[config.mk]
export PLATFORM = sky130hd
export DESIGN_NAME = rf_switch_receive_controller
export DESIGN_NICKNAME = d
export VERILOG_FILES = /design/src/hdl/rsc_pkg.sv /design/src/hdl/rf_switch_receive_controller.sv /design/src/hdl/rsc_cfg.sv /design/src/hdl/rsc_tick.sv
export VERILOG_INCLUDE_DIRS = /design/src /design/src/hdl
export SDC_FILE = /design/constraint.sdc
export NUM_CORES = 1
export LEC_CHECK = 0
export BUFFER_PORTS_ARGS = -buffer_cell sky130_fd_sc_hd__buf_4
export CAP_MARGIN = 40
export CORE_ASPECT_RATIO = 0.7
export CORE_UTILIZATION = 52
export DETAILED_ROUTE_END_ITERATION = 8
export GPL_TIMING_DRIVEN = 0
export PLACE_DENSITY = 0.74
export SKIP_LAST_GASP = 1
export SLEW_MARGIN = 30
export SYNTH_ARGS = -nofsm -noshare
export SYNTH_HDL_FRONTEND = slang
export SYNTH_SLANG_ARGS = --single-unit
[constraint.sdc]
create_clock -name clk_i -period 7.92 [get_ports clk_i]
set_input_delay 0 -clock clk_i [delete_from_list [all_inputs] [get_ports clk_i]]
set_output_delay 0 -clock clk_i [all_outputs]
set_load 0.005 [all_outputs]
[src/hdl/rf_switch_receive_controller_macros.svh]
// Assertion macros for the switch receive controller.
`ifndef RF_SWITCH_RECEIVE_CONTROLLER_MACROS_SVH
`define RF_SWITCH_RECEIVE_CONTROLLER_MACROS_SVH

// Property checked at every rising clock edge, muted while reset is asserted.
`define RSC_ASSERT(label, clk, rst_n, prop, msg) \
  label: assert property (@(posedge clk) disable iff (!rst_n) prop) else $error(msg);

// Same check, also evaluated during reset.
`define RSC_ASSERT_ALWAYS(label, clk, prop, msg) \
  label: assert property (@(posedge clk) prop) else $error(msg);

`endif

[src/hdl/rsc_pkg.sv]
// Types and constants shared by the switch receive controller modules.
package rsc_pkg;

  localparam int unsigned CW_W       = 16;
  localparam int unsigned HOLD_W     = 16;
  localparam int unsigned LOST_W     = 11;
  localparam int unsigned INTERVAL_W = 8;
  localparam int unsigned REPEAT_W   = 16;
  localparam int unsigned CFG_DATA_W = 16;

  localparam int unsigned LOSS_LIMIT_DEFAULT = 1000;

  localparam logic [INTERVAL_W-1:0] INTERVAL_RESET = 8'd100;
  localparam logic [REPEAT_W-1:0]   REPEAT_RESET   = 16'd90;

  localparam logic [7:0]        FRAME_LEN_CODE = 8'd11;
  localparam logic [LOST_W-1:0] LOST_MAX       = 11'h7FF;
  localparam logic [HOLD_W-1:0] HOLD_MAX       = 16'hFFFF;
  localparam logic [HOLD_W-1:0] HOLD_STEP      = 16'd2;
  localparam int unsigned       BIT_VALID      = 15;
  localparam int unsigned       BIT_AUX        = 14;

  typedef enum logic [0:0] {
    CFG_INTERVAL = 1'b0,
    CFG_REPEAT   = 1'b1
  } rsc_cfg_idx_e;

  typedef struct packed {
    logic [INTERVAL_W-1:0] interval_ms;
    logic [REPEAT_W-1:0]   repeat_count;
  } rsc_cfg_t;

  typedef struct packed {
    logic        irq_seen;
    logic [6:0]  rx_length;
    logic [7:0]  length_byte;
    logic [15:0] io_word;
    logic [15:0] analog_value;
    logic [15:0] source_address;
    logic [15:0] dest_address;
    logic [7:0]  spare_byte;
    logic [7:0]  packet_sum;
    logic        local_valid_low;
  } rsc_in_t;

  typedef struct packed {
    logic [CW_W-1:0] control_word;
    logic            drive_a;
    logic            drive_b;
    logic            finished;
    logic            was_check;
  } rsc_out_t;

endpackage

[src/hdl/rf_switch_receive_controller.sv]
// Top level of the polled receive-side switch controller.
//
// Usage: each request on the input channel is one poll tick carrying the
// receive flag, the frame fields and the local valid pin. Ticks alternate
// arm / check, starting with arm after reset. Every tick yields exactly one
// result request: control word, its bits 14 and 15, finished, was_check.
// Channels: in_valid_i / in_stall_o / in_data_i, out_valid_o / out_stall_i /
// out_data_o. A request moves when valid is high and stall is low.
// Config: cfg_valid_i / cfg_ready_o / cfg_index_i / cfg_data_i; ready is
// always high, write only while no tick is in flight.
// Path: a tick enters the input register, then the decision logic updates
// the state and loads the result register.
// Throughput: 1 tick per cycle while the result register is not stalled.
// Reset (async, rst_ni low): state clears, interval 100, repeat count 90,
// both stages empty.
// Stall: a stalled result holds; one more tick can wait in the input
// register, after which in_stall_o rises.
module rf_switch_receive_controller #(
  parameter int unsigned LossLimit = rsc_pkg::LOSS_LIMIT_DEFAULT
) (
  input  logic                           clk_i,
  input  logic                           rst_ni,
  input  logic                           in_valid_i,
  output logic                           in_stall_o,
  input  rsc_pkg::rsc_in_t               in_data_i,
  output logic                           out_valid_o,
  input  logic                           out_stall_i,
  output rsc_pkg::rsc_out_t              out_data_o,
  input  logic                           cfg_valid_i,
  output logic                           cfg_ready_o,
  input  rsc_pkg::rsc_cfg_idx_e          cfg_index_i,
  input  logic [rsc_pkg::CFG_DATA_W-1:0] cfg_data_i
);
  import rsc_pkg::*;
  `include "rf_switch_receive_controller_macros.svh"

  rsc_cfg_t cfg;
  rsc_in_t  s1_data_q;
  logic     s1_valid_q, s1_valid_d;
  rsc_out_t res, out_data_q;
  logic     out_valid_q, out_valid_d;
  logic     advance;   // input-stage tick is processed this cycle
  logic     in_take;   // new request accepted

  rsc_cfg u_cfg (
    .clk_i       (clk_i),
    .rst_ni      (rst_ni),
    .cfg_valid_i (cfg_valid_i),
    .cfg_ready_o (cfg_ready_o),
    .cfg_index_i (cfg_index_i),
    .cfg_data_i  (cfg_data_i),
    .cfg_o       (cfg)
  );

  // result register free or draining this cycle
  assign advance    = s1_valid_q && !(out_valid_q && out_stall_i);
  assign in_stall_o = s1_valid_q && !advance;
  assign in_take    = in_valid_i && !in_stall_o;

  rsc_tick #(
    .LossLimit (LossLimit)
  ) u_tick (
    .clk_i  (clk_i),
    .rst_ni (rst_ni),
    .fire_i (advance),
    .item_i (s1_data_q),
    .cfg_i  (cfg),
    .res_o  (res)
  );

  always_comb begin
    s1_valid_d  = in_take ? 1'b1 : (advance ? 1'b0 : s1_valid_q);
    out_valid_d = advance ? 1'b1 : (out_stall_i ? out_valid_q : 1'b0);
  end

  always_ff @(posedge clk_i or negedge rst_ni) begin
    if (!rst_ni) begin
      s1_valid_q  <= 1'b0;
      out_valid_q <= 1'b0;
    end else begin
      s1_valid_q  <= s1_valid_d;
      out_valid_q <= out_valid_d;
    end
  end

  // payload registers, no reset
  always_ff @(posedge clk_i) begin
    if (in_take) begin
      s1_data_q <= in_data_i;
    end
    if (advance) begin
      out_data_q <= res;
    end
  end

  assign out_valid_o = out_valid_q;
  assign out_data_o  = out_data_q;

  // once finished, only the local valid bit can be set in the word
  `RSC_ASSERT(a_finished_word_clear, clk_i, rst_ni,
    out_valid_o && out_data_o.finished |-> out_data_o.control_word[BIT_AUX:0] == '0,
    "finished with nonzero control bits")
  // drive pins follow the control word
  `RSC_ASSERT(a_drive_match, clk_i, rst_ni,
    out_valid_o |-> (out_data_o.drive_a == out_data_o.control_word[BIT_AUX])
      && (out_data_o.drive_b == out_data_o.control_word[BIT_VALID]),
    "drive bits disagree with control word")
  // a full pipe under output stall must push back on the input
  `RSC_ASSERT(a_backpressure, clk_i, rst_ni,
    s1_valid_q && out_valid_o && out_stall_i |=> s1_valid_q && $stable(s1_data_q),
    "input stage lost a tick under stall")

endmodule

[src/hdl/rsc_cfg.sv]
// Configuration registers: poll interval and repeat count.
module rsc_cfg (
  input  logic                                clk_i,
  input  logic                                rst_ni,
  input  logic                                cfg_valid_i,
  output logic                                cfg_ready_o,
  input  rsc_pkg::rsc_cfg_idx_e               cfg_index_i,
  input  logic [rsc_pkg::CFG_DATA_W-1:0]      cfg_data_i,
  output rsc_pkg::rsc_cfg_t                   cfg_o
);
  import rsc_pkg::*;

  logic [INTERVAL_W-1:0] interval_q, interval_d;
  logic [REPEAT_W-1:0]   repeat_q, repeat_d;

  assign cfg_ready_o = 1'b1;

  always_comb begin
    interval_d = interval_q;
    repeat_d   = repeat_q;
    if (cfg_valid_i) begin
      unique case (cfg_index_i)
        CFG_INTERVAL: interval_d = cfg_data_i[INTERVAL_W-1:0];
        CFG_REPEAT:   repeat_d   = cfg_data_i[REPEAT_W-1:0];
      endcase
    end
  end

  always_ff @(posedge clk_i or negedge rst_ni) begin
    if (!rst_ni) begin
      interval_q <= INTERVAL_RESET;
      repeat_q   <= REPEAT_RESET;
    end else begin
      interval_q <= interval_d;
      repeat_q   <= repeat_d;
    end
  end

  assign cfg_o.interval_ms  = interval_q;
  assign cfg_o.repeat_count = repeat_q;

endmodule

[src/hdl/rsc_tick.sv]
// Per-tick decision logic and the controller state it updates.
module rsc_tick #(
  parameter int unsigned LossLimit = rsc_pkg::LOSS_LIMIT_DEFAULT
) (
  input  logic              clk_i,
  input  logic              rst_ni,
  input  logic              fire_i,
  input  rsc_pkg::rsc_in_t  item_i,
  input  rsc_pkg::rsc_cfg_t cfg_i,
  output rsc_pkg::rsc_out_t res_o
);
  import rsc_pkg::*;

  localparam logic [LOST_W-1:0] LossLim = LOST_W'(LossLimit);

  logic [CW_W-1:0]   latch_q, latch_d;
  logic [HOLD_W-1:0] hold_q, hold_d;
  logic [LOST_W-1:0] lost_q, lost_d;
  logic              done_q, done_d;
  logic              phase_q;

  logic [7:0]        sum8;
  logic              frame_ok;
  logic [LOST_W:0]   lost_sum;
  logic [HOLD_W:0]   hold_sum;

  // 8-bit additive checksum over the nine payload bytes
  assign sum8 = item_i.io_word[7:0] + item_i.io_word[15:8]
              + item_i.analog_value[7:0] + item_i.analog_value[15:8]
              + item_i.source_address[7:0] + item_i.source_address[15:8]
              + item_i.dest_address[7:0] + item_i.dest_address[15:8]
              + item_i.spare_byte;

  assign frame_ok = (item_i.rx_length != 7'd0) && (item_i.length_byte == FRAME_LEN_CODE)
                 && (sum8 == item_i.packet_sum);

  always_comb begin
    latch_d  = latch_q;
    hold_d   = hold_q;
    lost_d   = lost_q;
    done_d   = done_q;
    lost_sum = {1'b0, lost_q} + {{(LOST_W + 1 - INTERVAL_W){1'b0}}, cfg_i.interval_ms};
    hold_sum = '0;
    if (phase_q) begin
      if (item_i.irq_seen) begin
        if (frame_ok && !done_q && (latch_q == '0)) begin
          latch_d = item_i.io_word;
          hold_d  = '0;
          lost_d  = '0;
        end
      end else begin
        lost_d = lost_sum[LOST_W] ? LOST_MAX : lost_sum[LOST_W-1:0];
        if (lost_d > LossLim) begin
          latch_d = '0;
          done_d  = 1'b0;
        end
      end
      hold_sum = {1'b0, hold_d} + {1'b0, HOLD_STEP};
      if (latch_d != '0) begin
        hold_d = hold_sum[HOLD_W] ? HOLD_MAX : hold_sum[HOLD_W-1:0];
        if (hold_d > cfg_i.repeat_count) begin
          latch_d = '0;
          done_d  = 1'b1;
        end
      end
    end
    if (item_i.local_valid_low) begin
      latch_d[BIT_VALID] = 1'b1;
    end
  end

  always_ff @(posedge clk_i or negedge rst_ni) begin
    if (!rst_ni) begin
      latch_q <= '0;
      hold_q  <= '0;
      lost_q  <= '0;
      done_q  <= 1'b0;
      phase_q <= 1'b0;
    end else if (fire_i) begin
      latch_q <= latch_d;
      hold_q  <= hold_d;
      lost_q  <= lost_d;
      done_q  <= done_d;
      phase_q <= ~phase_q;
    end
  end

  assign res_o.control_word = latch_d;
  assign res_o.drive_a      = latch_d[BIT_AUX];
  assign res_o.drive_b      = latch_d[BIT_VALID];
  assign res_o.finished     = done_d;
  assign res_o.was_check    = phase_q;

endmodule

==> results_dict.tcl, run 1 <==
set metrics [dict create \
    ys_types 66 \
    htree_num_levels 4 \
    vias 7654 \
    io_pins 142 \
    netlist_area_um2 9920 \
    switching_power_uw 1580 \
    grt_pass1_wl_mm 40.9 \
    crit_type "flip-flop to flip-flop" \
    cpMaxStageDelayCell "fa_1" \
    wire_per_inst_um 19.0 \
    ant_nets 0 \
    ys_ff_latch 186 \
    leakagePower_uw 0.00571 \
    r2r_setup_slack_ns 0.32 \
    drt_iter0_markers 756 \
    slew_viol_final 0 \
    dp.final_hpwl_mm 16.5 \
    synth_area_leader_cell "edfxtp_1" \
    grtUsageTotal_pct 27.1 \
    antenna_found_initial 1 \
    skew_ns 0.0178 \
    syn_area_per_cell_um2 12.3 \
    path_buf_inv 4 \
    synth_xor_area_share_pct 3.58 \
    syn2layout_area_growth_pct 34.8 \
    synth_top_family_by_area "compound AO/OA/AOI/OAI gates" \
    num-fill-cells 1176 \
    drc 0 \
    die_x_um 167 \
    synth.area.mux_share_pct 2.61 \
    cpPeakStageDelay_ns 0.55 \
    yosysTopAreaCellShare_pct 34.8 \
    yosys-top-cells-count "115 x edfxtp_1, 94 x inv_1, 64 x dfrtp_1" \
    multi_input_area_um2 4320 \
    p_int_uw 2440 \
    clk_pin_slew_worst_paths_ns 0.08 \
    numCtsBuffers 17 \
    syn_inst 808 \
    cts-root-buf "clkbuf_16" \
    yosys_warnings 0 \
    register_area_um2 5240 \
    synthMostInstantiatedCell "edfxtp_1" \
    cp_top_family "adder cells" \
    max_freq_ghz 0.132 \
    synth-seq-area-share_pct 52.8 \
    gp_congestion 0.959 \
    maxCapViolations 0 \
    yosys-top-cells-area "edfxtp_1 35%, dfrtp_1 16%, fa_1 9.3%" \
    drtPass1Iterations 5 \
    via_per_inst 5.67 \
    core-area_um2 18400 \
    clock_path_buffers 2 \
    p_comb_share_pct 46.5 \
    period_needed_ns 7.60 \
    p_per_area_nw_per_um2 300 \
    portBuffers 140 \
    clock_sinks 186 \
    grt_overflow_total 0 \
    synthAdderAreaFrac_pct 13.4 \
    clk_latency_ns 0.45 \
    rows 41 \
    seqPwrFrac_pct 31.6 \
    p_clk_share_pct 21.9 \
    synth_enable_flop_cells 115 \
    synth_ff_type "edfxtp_1" \
    drt_wl_total_mm 25.6 \
    critical_path_peak_fanout 10 \
    hp-class "primary input to async pin" \
    worst_slew_pin_slew_ns 0.846 \
    crit_path_frequent_cell "fa_1" \
    async_flop_share_pct 38.2 \
    end_kind "flip-flop" \
    synth_fp_nets 1006 \
    status "complete, no violations" \
    dieArea_um2 19600 \
    dieHeight_um 118 \
    setup_viol 0 \
    cp.required_ns 8.10 \
    grt_max_degree 50 \
    period_share_pct 95.9 \
    drive_gt1_share_pct 24.0 \
    ir_worst_vdd_uv 206 \
    arrival_ns 7.78 \
    synth_compound_area_share_pct 13.7 \
    grt_pass1_vias 7846 \
    initial_core_util_pct 54.0 \
    cts_tree "yes" \
    final_util_pct 72.8 \
    hold_viol 0 \
    startpoint_type "flip-flop" \
    swShare_pct 39.3 \
    synth_simple_gate_area_share_pct 8.42 \
    power_uw 4020 \
    fin_nets 1297 \
    max-slew-margin-rel_pct 42.9 \
]
-- power groups by stage --
stage	registers, uW	logic, uW	clock network, uW
2_1_floorplan	1260	1090	0
3_3_place_gp	1280	1450	0
3_5_place_dp	1280	1490	0
4_1_cts	1260	1690	883
5_1_grt	1280	2040	928
6_report	1270	1870	879
-- kinds of logic (layout without fill, tap and decap cells) --
| logic type | Yosys count | count (layout) |
|---|---|---|
| AO/OA/AOI/OAI | 186 | 186 |
| flip-flops | 186 | 186 |
| AND/OR/NAND/NOR | 163 | 163 |
| buffers and inverters | 131 | 435 |
| adder cells (fa/ha/maj) | 79 | 79 |
| XOR/XNOR | 39 | 39 |
| multiplexers | 23 | 23 |
| other | 1 | 2 |
-- per-stage QoR --
stage                     setup TNS, ns  hold WS [ns]  instance area (um^2)  instances  setup WS [ns]
after floorplan                       0        -0.296                  9920        808          0.619
after global placement           -17.13         0.178                 11300       1184         -0.727
after detailed placement         -22.82       -0.0176                 11300       1186         -0.918
after CTS                             0        0.0401                 13200       1340         0.0259
after global routing            -0.0254        0.0892                 13400       1349        -0.0205
final                                 0        0.0355                 13400       1349          0.321
-- path summary, 6_finish.rpt --
path                                             to           start  depth (start not counted)
max in group asynchronous         u_cfg.repeat_q[6]          rst_ni                          3
min in group clk_i              u_cfg.interval_q[1]     cfg_index_i                          5
worst max register to register       out_data_o[18]   s1_data_q[11]                         31
worst min-delay path               u_tick.lost_q[9]          rst_ni                          2
worst min register to register        out_data_o[0]  u_tick.phase_q                          0
worst max-delay path                 out_data_o[18]   s1_data_q[11]                         31
-- cell usage in the layout, fill, tap and decap left out, types with 5 or more instances in the layout --
| cell type | count |
|---|---|
| o21ai_0 | 25 |
| buf_4 | 160 |
| a41o_1 | 31 |
| fa_1 | 43 |
| clkinv_8 | 5 |
| nand3_1 | 18 |
| o2111ai_1 | 5 |
| a21o_1 | 7 |
| xor2_1 | 12 |
| nor4_1 | 9 |
| o22ai_1 | 30 |
| clkbuf_16 | 17 |
| nor3_1 | 11 |
| nor2b_1 | 5 |
| xnor2_1 | 26 |
| dfrtp_1 | 64 |
| dfstp_2 | 7 |
| a21oi_1 | 25 |
| nand4_1 | 10 |
| a22o_1 | 16 |
| o211ai_1 | 6 |
| and3_1 | 9 |
| ha_1 | 31 |
| buf_2 | 5 |
| o21a_1 | 6 |
| nor2_1 | 21 |
| edfxtp_1 | 115 |
| dlygate4sd3_1 | 117 |
| nand2b_1 | 5 |
| inv_1 | 94 |
| nand2_1 | 47 |
| mux2_2 | 23 |
| clkbuf_1 | 19 |
-- state kept, by name, indices dropped and copies added, names as in the netlist --
name / count
s1_data_q: 97
u_tick.phase_q: 1
s1_valid_q: 1
u_tick.lost_q: 11
u_tick.latch_q: 16
u_tick.hold_q: 16
out_valid_o: 1
u_tick.done_q: 1
out_data_o: 18
u_cfg.repeat_q: 16
u_cfg.interval_q: 8
-- layout make-up --
class,instances,area share [%]
antenna,1,0.0187
buffer,35,1.33
clock buffer,17,3.18
clock inverter,15,1.38
inverter,96,2.69
multi-input combinational,491,32.3
sequential,186,39.2
tap,236,2.21
timing repair buffer,272,17.7
-- routing by layer --
| layer | global-route usage, % | routed length (um) | vias up |
|---|---|---|---|
| met1 | 37.8 | 11000 | 3694 |
| met4 | 8.45 | 500 | 0 |
| li1 | - | - | 3551 |
| met3 | 5.75 | 2200 | 50 |
| met5 | 0 | 0 | - |
| met2 | 42.6 | 12000 | 359 |
-- repair_timing --
item                                   4_1_cts  5_1_grt
setup endpoints to repair                   34       34
setup buffers                                5        8
endpoints found under the hold margin      190        0
cloned                                       0        0
hold buffers                               117        0
pin swaps                                    3       17
resized for setup                           13       26
No activity file was read; power rests on OpenSTA's default activity.
==> run 2, diff against run 1 <==
Settings changed: ABC_AREA set to 1, CELL_PAD_IN_SITES_DETAIL_PLACEMENT set to 2, CELL_PAD_IN_SITES_GLOBAL_PLACEMENT set to 2, CORE_UTILIZATION 52 to 36, PLACE_DENSITY 0.74 to unset, PLACE_DENSITY_LB_ADDON set to 0.1.
==> results_dict.tcl, run 2 <==
set metrics [dict create \
    status "complete, no violations" \
    hp-class "primary input to async pin" \
    ys_types 40 \
    period_needed_ns 7.59 \
    drc 0 \
    syn_inst 1078 \
    cpMaxStageDelayCell "fa_1" \
    die_x_um 203 \
    cp.required_ns 8.28 \
    synthAdderAreaFrac_pct 13.1 \
    fin_cells 1762 \
    p_per_area_nw_per_um2 338 \
    grt_overflow_total 0 \
    synth_fp_nets 1276 \
    setup_viol 0 \
    skew_ns 0.0149 \
    yosys-top-cells-count "274 x nand2_1, 180 x inv_1, 115 x edfxtp_1" \
    io_pins 142 \
    startpoint_type "flip-flop" \
    r2r-end "u_tick.latch_q[11]" \
    maxCapViolations 0 \
    numCtsBuffers 17 \
    r2r-start "s1_data_q[15]" \
    switching_power_uw 2130 \
    fin_nets 1576 \
    portBuffers 140 \
    grt_pass1_wl_mm 59.2 \
    p_comb_share_pct 52.1 \
    rows 51 \
    r2r_setup_slack_ns 0.33 \
    synth_simple_gate_area_share_pct 20.5 \
    critical_path_peak_fanout 10 \
    largest_register_ffs 97 \
    final_cell_mix "272 x nand2_1, 175 x inv_1, 163 x buf_4" \
    syn2layout_area_growth_pct 36.8 \
    dp.final_hpwl_mm 24.5 \
    fin_ws_ns 0.331 \
    pre_cts_ws_ns -1.80 \
    period_share_pct 95.8 \
    max-slew-margin-rel_pct 51.2 \
    cpPeakStageDelay_ns 0.59 \
    drt_iter0_markers 396 \
    ant_nets 0 \
    dpl.cell_count 1591 \
    grt_max_degree 73 \
    synth-seq-area-share_pct 51.4 \
    vias 8867 \
    leakagePower_uw 0.00661 \
    synth_area_leader_cell "edfxtp_1" \
    arrival_ns 7.95 \
    antenna_found_initial 0 \
    synth_ff_type "edfxtp_1" \
    yosys-top-cells-area "edfxtp_1 34%, dfrtp_1 16%, nand2_1 10%" \
    drtPass1Iterations 4 \
    cts_tree "yes" \
    netlist_area_um2 10200 \
    hold_ws_ns 0.119 \
    synth_compound_area_share_pct 5.14 \
    synth_top_family_by_area "simple AND/OR/NAND/NOR gates" \
    slew_viol_final 0 \
    ir_worst_vdd_uv 166 \
    grt_pass1_vias 10000 \
    clk_pin_slew_worst_paths_ns 0.08 \
    synth.area.mux_share_pct 0 \
    drt_wl_total_mm 38.9 \
    seqPwrFrac_pct 28.9 \
    reg2regPathDepth 35 \
    ys_ff_latch 186 \
    dieHeight_um 143 \
    top_register "s1_data_q" \
    crit_type "flip-flop to flip-flop" \
    synthMostInstantiatedCell "nand2_1" \
    dieArea_um2 29000 \
    initial_core_util_pct 36.6 \
    final_common_cell "nand2_1" \
    worst_slew_pin_slew_ns 0.732 \
    yosys_warnings 0 \
    syn_area_per_cell_um2 9.45 \
    p_clk_share_pct 19.0 \
    drive_gt1_share_pct 18.9 \
    end_kind "flip-flop" \
    synth_xor_area_share_pct 1.55 \
    cts-root-buf "clkbuf_16" \
    async_flop_share_pct 38.2 \
    clock_path_buffers 2 \
    swShare_pct 45.1 \
    grtUsageTotal_pct 27.8 \
    wire_per_inst_um 22.1 \
    core-area_um2 27800 \
    antenna_cells 0 \
    max_freq_ghz 0.132 \
    p_int_uw 2580 \
    gp_congestion 0.799 \
    clock_sinks 186 \
    hold_viol 0 \
    yosysTopAreaCellShare_pct 33.9 \
    htree_num_levels 4 \
    via_per_inst 5.03 \
    synth_enable_flop_cells 115 \
    clk_latency_ns 0.46 \
]
-- run 2: worst max path at each step --
| stage | from | endpoint | slack (ns) | cells past startpoint |
|---|---|---|---|---|
| floorplan | s1_data_q[11] | out_data_o[6] | 0.79 | 41 |
| global placement | s1_data_q[13] | out_data_o[8] | -1.30 | 38 |
| detailed placement | s1_data_q[21] | out_data_o[8] | -1.80 | 38 |
| CTS | s1_data_q[67] | out_data_o[8] | 0.008 | 40 |
| global route | s1_data_q[15] | out_data_o[15] | -0.06 | 39 |
| finish | s1_data_q[15] | u_tick.latch_q[11] | 0.33 | 35 |
-- run 2: final cells by class --
| type | instances | area [um^2] |
|---|---|---|
| plain buffers | 26 | 180 |
| clock buffers | 19 | 443 |
| clock inverters | 13 | 138 |
| fillers | 2904 | 13900 |
| inverters | 182 | 688 |
| multi-input cells | 683 | 4310 |
| flip-flops and latches | 186 | 5240 |
| well taps | 371 | 464 |
| repair buffers | 282 | 2470 |
-- run 2: power by group through the flow --
stage / logic [uW] / registers (uW) / clock network [uW]
2_1_floorplan: 1340 / 1330 / 0
5_1_grt: 2710 / 1380 / 941
4_1_cts: 2220 / 1350 / 892
3_3_place_gp: 1850 / 1360 / 0
6_report: 2460 / 1360 / 893
3_5_place_dp: 2020 / 1370 / 0
-- run 2: metal layers --
metal	GRT usage [%]	wire, um
met1	34.2	16500
met2	48.4	19600
met3	4.59	1410
met4	11.9	1360
met5	0	0
-- run 2: logic make-up (layout without fill, tap and decap cells) --
| group | after synthesis | after routing |
|---|---|---|
| and+or+nand+nor | 489 | 489 |
| adders and majority gates | 79 | 79 |
| other | 1 | 1 |
| DFF | 186 | 186 |
| AOI/OAI and AO/OA | 96 | 96 |
| buffers and inverters | 209 | 522 |
| xor gates and xnor gates | 18 | 18 |
-- run 2: worst max-delay path: cells and delay by family, from the launching register on --
| family | cells | cell delay (ns) |
|---|---|---|
| AOI/OAI and AO/OA | 7 | 1.18 |
| and+or+nand+nor | 13 | 1.93 |
| adders and majority gates | 6 | 2.78 |
| DFF | 1 | 0.40 |
| buffers and inverters | 9 | 1.15 |
-- run 2: what timing repair did --
| item | in CTS | in global routing |
|---|---|---|
| endpoints found under the hold margin | 188 | 0 |
| endpoints found under the setup margin | 34 | 34 |
| pin swaps | 10 | 20 |
| setup buffers | 8 | 11 |
| cloned | 1 | 0 |
| hold buffers | 120 | 0 |
| gates resized for setup | 36 | 27 |
-- run 2: per-stage QoR --
| step | utilization [%] | power (uW) | cell area (um^2) | setup TNS, ns |
|---|---|---|---|---|
| after CTS | 49.4 | 4470 | 13700 | 0 |
| after global routing | 50.1 | 5030 | 13900 | -0.677 |
| after global placement | 42.0 | 3220 | 11700 | -34.47 |
| after detailed placement | 42.3 | 3390 | 11800 | -48.41 |
| after floorplan | - | 2670 | 10200 | 0 |
| final | 50.1 | 4710 | 13900 | 0 |
==> run 3, diff against run 2 <==
Settings changed: MAX_ROUTING_LAYER set to met4.
==> results_dict.tcl, run 3 (same netlist as run 2, synthesis figures left out) <==
set metrics [dict create \
    final_common_cell "nand2_1" \
    startpoint_type "flip-flop" \
    hold_viol 0 \
    clk_latency_ns 0.47 \
    highest_layer "met4" \
    cts-root-buf "clkbuf_16" \
    numCtsBuffers 17 \
    worst_slew_pin_slew_ns 0.735 \
    crit_type "flip-flop to flip-flop" \
    core-area_um2 27800 \
    design_area_um2 13900 \
    via_per_inst 5.04 \
    largest_register_ffs 97 \
    arrival_ns 7.90 \
    antenna_cells 0 \
    cts_tree "yes" \
    dp.final_hpwl_mm 24.5 \
    grt_pass1_vias 9981 \
    antenna_found_initial 0 \
    drt_iter0_markers 435 \
    grt_max_degree 73 \
    end_kind "flip-flop" \
    final_util_pct 50.1 \
    hp-class "primary input to async pin" \
    ir_worst_vdd_uv 166 \
    gp_congestion 0.810 \
    vias 8882 \
    setup_viol 0 \
    fin_cells 1762 \
    syn2layout_area_growth_pct 36.9 \
    dpl.cell_count 1591 \
    wl_met3_mm 1.35 \
    htree_num_levels 4 \
    cpPeakStageDelay_ns 0.63 \
    status "complete, no violations" \
    fin_nets 1576 \
    cpMaxStageDelayCell "fa_1" \
    ant_nets 0 \
    wl_met2_mm 19.7 \
    wire_per_inst_um 22.2 \
    period_needed_ns 7.63 \
    portBuffers 140 \
    max_freq_ghz 0.131 \
    top_register "s1_data_q" \
    cp.required_ns 8.20 \
    grt_pass1_wl_mm 59.3 \
    clk_pin_slew_worst_paths_ns 0.08 \
    drtPass1Iterations 4 \
    critical_path_peak_fanout 6 \
    max-slew-margin-rel_pct 51.0 \
    grt_overflow_total 0 \
    place_area_um2 11800 \
    drive_gt1_share_pct 19.1 \
    wl_met1_mm 16.7 \
    slew_viol_final 0 \
    clock_sinks 186 \
    maxCapViolations 0 \
    p_per_area_nw_per_um2 338 \
    drc 0 \
    initial_core_util_pct 36.6 \
    die_x_um 203 \
    io_pins 142 \
    dieArea_um2 29000 \
    grtUsageTotal_pct 28.6 \
    drt_wl_total_mm 39.1 \
    rows 51 \
    period_share_pct 96.3 \
    leakagePower_uw 0.00661 \
    skew_ns 0.0148 \
    final_cell_mix "272 x nand2_1, 175 x inv_1, 163 x buf_4" \
    clock_path_buffers 2 \
    dieHeight_um 143 \
]
==> run 3: cell types whose count changed in the layout (fill, tap and decap cells not counted) <==
| cell | previous run | this run |
|---|---|---|
| o21ai_0 | 34 | 31 |
| o21ai_1 | 6 | 9 |
| nand3_1 | 89 | 88 |
| nand3_2 | 1 | 2 |
| o22ai_1 | 20 | 19 |
| o22ai_2 | 0 | 1 |
==> run 3: what timing repair did <==
item | CTS | global route
endpoints found under the hold margin | 188 | 0
endpoints found under the setup margin | 34 | 34
resized for setup | 36 | 32
buffers inserted | 8 | 11
hold buffers | 120 | 0
pin swaps | 10 | 18
cloned | 1 | 0
==> run 3: worst paths after layout <==
| check | start | to | slack (ns) | cells past startpoint |
|---|---|---|---|---|
| setup / recovery | s1_data_q[59] | out_data_o[12] | 0.29 | 38 |
| hold / removal | rst_ni | u_tick.lost_q[1] | 0.12 | 2 |
| setup reg to reg | s1_data_q[59] | out_data_o[12] | 0.29 | 38 |
| hold reg to reg | u_cfg.repeat_q[7] | u_cfg.repeat_q[7] | 0.49 | 2 |
| max in group asynchronous | rst_ni | u_tick.hold_q[12] | 7.28 | 2 |
| min in group clk_i | in_data_i[39] | s1_data_q[39] | 0.25 | 2 |
==> run 3: area by class of cell <==
cell class | count | area [um^2]
Buffer | 26 | 180
Clock buffer | 19 | 443
Clock inverter | 13 | 138
Fill cell | 2903 | 13900
Inverter | 182 | 688
Multi-Input combinational cell | 683 | 4320
Sequential cell | 186 | 5240
Tap cell | 371 | 464
Timing Repair Buffer | 282 | 2470
==> run 3: metrics by stage <==
stage / setup TNS [ns] / hold slack [ns] / power, uW / setup WS, ns
after floorplan: 0 / -0.296 / 2670 / 0.791
after global placement: -34.47 / 0.178 / 3220 / -1.30
after detailed placement: -48.41 / 0.0811 / 3390 / -1.80
after CTS: 0 / 0.157 / 4470 / 0.00841
after global routing: -1.02 / 0.186 / 5040 / -0.0884
final: 0 / 0.122 / 4720 / 0.294
==> run 3: power breakdown <==
| group | internal [uW] | total [uW] | switching, uW |
|---|---|---|---|
| registers | 1230 | 1360 | 136 |
| clock network | 452 | 893 | 442 |
| logic | 908 | 2460 | 1550 |
==> run 3: layer usage <==
metal  track usage, %  vias up
met5                -        -
met4             11.7        0
met3             4.31       68
met2             48.4      193
met1             34.5     4546
li1                 -     4075
==> run 3: critical path, delay by kind of cell (launching register included) <==
kind,cells,cell delay [ns]
xor+xnor,1,0.11
fa+ha+maj,8,3.22
flops,1,0.46
buf+inv,11,1.10
compound gates,2,0.44
simple gates,16,2.08
